[src/rtl/pfarc_ram.sv]
module pfarc_ram #(
    parameter int WIDTH = 8,
    parameter int DEPTH = 16
) (
    input  logic                     aclk,
    input  logic                     we,
    input  logic [$clog2(DEPTH)-1:0] waddr,
    input  logic [WIDTH-1:0]         wdata,
    input  logic                     re,
    input  logic [$clog2(DEPTH)-1:0] raddr,
    output logic [WIDTH-1:0]         rdata
);

    logic [WIDTH-1:0] mem [DEPTH];

    always_ff @(posedge aclk) begin
        if (we) begin
            mem[waddr] <= wdata;
        end
        if (re) begin
            rdata <= mem[raddr];
        end
    end

endmodule

[config.mk]
export PLATFORM = sky130hd
export DESIGN_NAME = pfarc_ram
export DESIGN_NICKNAME = d
export VERILOG_FILES = /design/src/rtl/pfarc_ram.sv
export SDC_FILE = /design/constraint.sdc
export NUM_CORES = 1
export LEC_CHECK = 0
export ABC_AREA = 0
export ABC_CLOCK_PERIOD_IN_PS = 5000
export BUFFER_PORTS_ARGS = -buffer_cell sky130_fd_sc_hd__buf_2
export CAP_MARGIN = 20
export CORE_MARGIN = 2
export CORE_UTILIZATION = 45
export DETAILED_ROUTE_END_ITERATION = 12
export GPL_TIMING_DRIVEN = 1
export PLACE_DENSITY = 0.69
export SLEW_MARGIN = 10
export SYNTH_ARGS = -nofsm -noshare
export SYNTH_HDL_FRONTEND = slang
export SYNTH_SLANG_ARGS = --single-unit
[constraint.sdc]
create_clock -name aclk -period 5 [get_ports aclk]
set_input_delay 1 -clock aclk [delete_from_list [all_inputs] [get_ports aclk]]
set_output_delay 1 -clock aclk [all_outputs]
set_load 0.05 [all_outputs]
# Word level (Yosys, flattened, before mapping)
# Memory sizes are Yosys's and may differ from the RTL's. A register that Yosys moved wholly into a read port is not among the register bits.
# Index checks and enable logic that the tools add are counted.
[totals]
register_bits = 0
ram_bits = 128
in_bits = 19
out_inout_bits = 8
word_cells = 3
n_memories = 1
[memory_table]
columns = ["name", "depth", "word_bits", "rd", "rd_ports_with_merged_regs", "wr", "line_no", "source"]
rows = [
  ["mem", 16, 8, 1, 1, 1, "14", "logic [WIDTH-1:0] mem [DEPTH];"],
]
[classes]
muxes = 2
[op_table]
columns = ["cell", "count"]
rows = [
  ["$mux 1", 2],
]

# Logic depth before layout (Yosys ltp)
[logic_depth]
ltp_word = 2
ltp_mapped = 5
mapped_depth_nobuf = 3

# Least setup slack after synthesis
# Ideal clock, no wire load.
[synth_path]
path_type = "input to register"
from = "input waddr[2]"
to = "memory mem[0][0] (enable)"
setup_ps = 383
arrival_time_ps = 2110
required_ps = 4617
slack_ps = 2507
stages = 2
n_path_buf = 0
cell_sequence = "or3b_2 > nor3_1"
[synth_lines]
columns = ["item", "line_no", "source"]
rows = [
  ["start: declaration", "7", "input logic [$clog2(DEPTH)-1:0] waddr,"],
  ["end: declaration", "14", ""],
]
# No word-level cell before the write port.

==> impl_metrics.tcl <==
set metrics [dict create \
    netlist_instances 229 \
    drtIter0Drc 171 \
    required_ps 5140 \
    finalCritPeriodShare_pct 51.1 \
    synthFlopType "edfxtp_1" \
    worstMarginPinSlew_ps 989 \
    arrival_ps 2700 \
    crit_type "primary input to register" \
    io_buffers 26 \
    area_growth_pct 17.4 \
    drive_above_1_share_pct 27.9 \
    tns_ps 0 \
    yosys_warnings 0 \
    stdcell_area_sq_mm 0.00613 \
    cts_made_buffers 17 \
    placed_area_sq_mm 0.00547 \
    syn_avg_cell_area_sq_um 22.8 \
    gp_congestion 0.753 \
    diodes 0 \
    clk_pin_slew_ps 60 \
    rsz0062_at_grt "no" \
    ctsRootBufferMaster "clkbuf_16" \
    postCtsHoldBufs 0 \
    ant_nets 0 \
    synth_common_cells "edfxtp_1, mux4_2, a22oi_1" \
    fin_skew_ps 7.12 \
    antenna_found_initial 0 \
    post_cts_buffers 0 \
    crit_fanout 19 \
    cts_resized 0 \
    avgViaCountPerCell 5.65 \
    yosys.area.top_type "edfxtp_1" \
    start_kind "primary input" \
    cts_max_level 4 \
    synth.area.top_cells "edfxtp_1, mux4_2, mux4_1" \
    gr-total-overflow 0 \
    relSlewSlack_pct 33.8 \
    synth_fa_ha_area_share_pct 0 \
    max_freq_ghz 0.391 \
    maxSlewViolCount 0 \
    synth_top_family_by_area "multiplexers" \
    grt_start_max_net_pins 33 \
    num-fill-cells 854 \
    synth_edf_count 136 \
    clk_latency_ps 400 \
    endpoint_kind "register" \
    synth_seq_cells 136 \
    dr.pass1.iters 5 \
    num_vias 2390 \
    grt.total_usage_pct 16.6 \
    io_pins 27 \
    clk_path_buf_depth 2 \
    drcViolationCount 0 \
    post_drt_wl_per_cell_microns 22.9 \
    status "finished clean" \
    maxCapViolCount 0 \
    synth_cell_types 18 \
    die_y_microns 112 \
    cts_tree "yes" \
    yosysTopAreaCellShare_pct 78.1 \
    synth_compound_area_share_pct 2.30 \
    start_util_pct 46.0 \
    hold_class "register to register" \
    synth-simple-area-share_pct 3.14 \
    chipWidth_microns 112 \
    synth_xor_area_share_pct 0 \
    seq_area_sq_mm 0.00408 \
    irDropWorstVdd_mv 0.191 \
    core_sq_mm 0.0114 \
    grt_pass1_vias 2538 \
    seq_area_frac_synth_pct 78.1 \
    grt_pass1_wl_microns 14800 \
    synthMuxAreaShare_pct 14.8 \
    finish.utilization_pct 54.0 \
    static-leakage-power_nw 2.04 \
    syn-num-nets 248 \
    p_total_mw 2.74 \
    min_period_ps 2550 \
    finalHoldViolations 0 \
    rows 39 \
    async_reset_ff_share_pct 0 \
    clock_sinks 136 \
    wirelength_microns 9700 \
    fin_nets 286 \
    multiInputGateArea_sq_mm 0.00107 \
    cellPowerDensity_mw_per_mm2 447 \
    place_hpwl_microns 6010 \
    synth_area_sq_mm 0.00523 \
    die-area_sq_mm 0.0125 \
    synth.most_common_cell "edfxtp_1" \
    finalSetupViolations 0 \
]
sequential cells by signal, summed over array words and instances, names as in the netlist:
signal	flops
mem	128
rdata	8
metal layers:
metal / share of wire [%] / global-route usage (%) / vias up
li1: - / - / 1058
met5: 0 / 0 / -
met1: 41 / 21.8 / 1241
met3: 6.5 / 5.44 / 7
met4: 1.0 / 5.35 / 0
met2: 52 / 26.7 / 84
logic make-up after synthesis:
logic type / after synthesis
flip-flops: 136
AND/OR/NAND/NOR: 35
buffers and inverters: 10
AO/OA/AOI/OAI: 16
multiplexers: 32
through the flow:
| step | cells | setup WS (ps) | hold WS [ps] |
|---|---|---|---|
| floorplan | 229 | 2510 | 705 |
| global placement | 389 | 1860 | 728 |
| detailed placement | 390 | 1840 | 739 |
| CTS | 422 | 2270 | 752 |
| global route | 423 | 2280 | 787 |
| finish | 423 | 2450 | 748 |
final cells by class:
class                      count  share of cell area (%)
sequential                   136                    66.6
multi-input combinational     83                    17.4
clock buffer                  18                    7.00
clock inverter                14                    3.34
tap                          143                    2.92
timing repair buffer          29                    2.77
final timing paths:
check                           cells past startpoint                  to  slack (ps)                  from
worst max-delay path                                5  rdata[1]$_DFFE_PP_        2450              raddr[0]
worst min-delay path                                3  rdata[2]$_DFFE_PP_         750  mem[14][2]$_DFFE_PP_
worst max register to register                      3  rdata[1]$_DFFE_PP_        3470   mem[5][1]$_DFFE_PP_
worst min register to register                      3  rdata[2]$_DFFE_PP_         750  mem[14][2]$_DFFE_PP_
where the power goes:
part	internal (mW)	switching (mW)	total [mW]
sequential	1.29	0.00622	1.29
combinational	0.0468	0.0852	0.132
clock	0.879	0.440	1.32
cells in the final DEF, fill, tap and decap left out:
cell | synthesis | final
a22oi_1 | 16 | 16
and2_1 | 1 | 1
and2b_1 | 1 | 1
buf_16 | 0 | 1
buf_2 | 3 | 27
buf_4 | 1 | 1
bufinv_16 | 0 | 5
clkbuf_1 | 0 | 1
clkbuf_16 | 0 | 17
clkinv_1 | 0 | 3
clkinv_2 | 0 | 2
clkinv_4 | 0 | 3
clkinvlp_4 | 0 | 1
edfxtp_1 | 136 | 136
mux4_1 | 14 | 14
mux4_2 | 18 | 18
nand2_1 | 9 | 9
nand2b_1 | 2 | 2
nand3_1 | 1 | 1
nand3b_1 | 2 | 2
nor2_1 | 13 | 13
nor2b_1 | 1 | 1
nor3_1 | 4 | 2
nor3_2 | 0 | 2
or3b_2 | 1 | 1
worst max-delay path: stages:
cell	delay [ps]
buf_2	500
buf_16	240
mux4_1	560
a22oi_1	300
nand2_1	90
(Power assumes the default switching activity.)
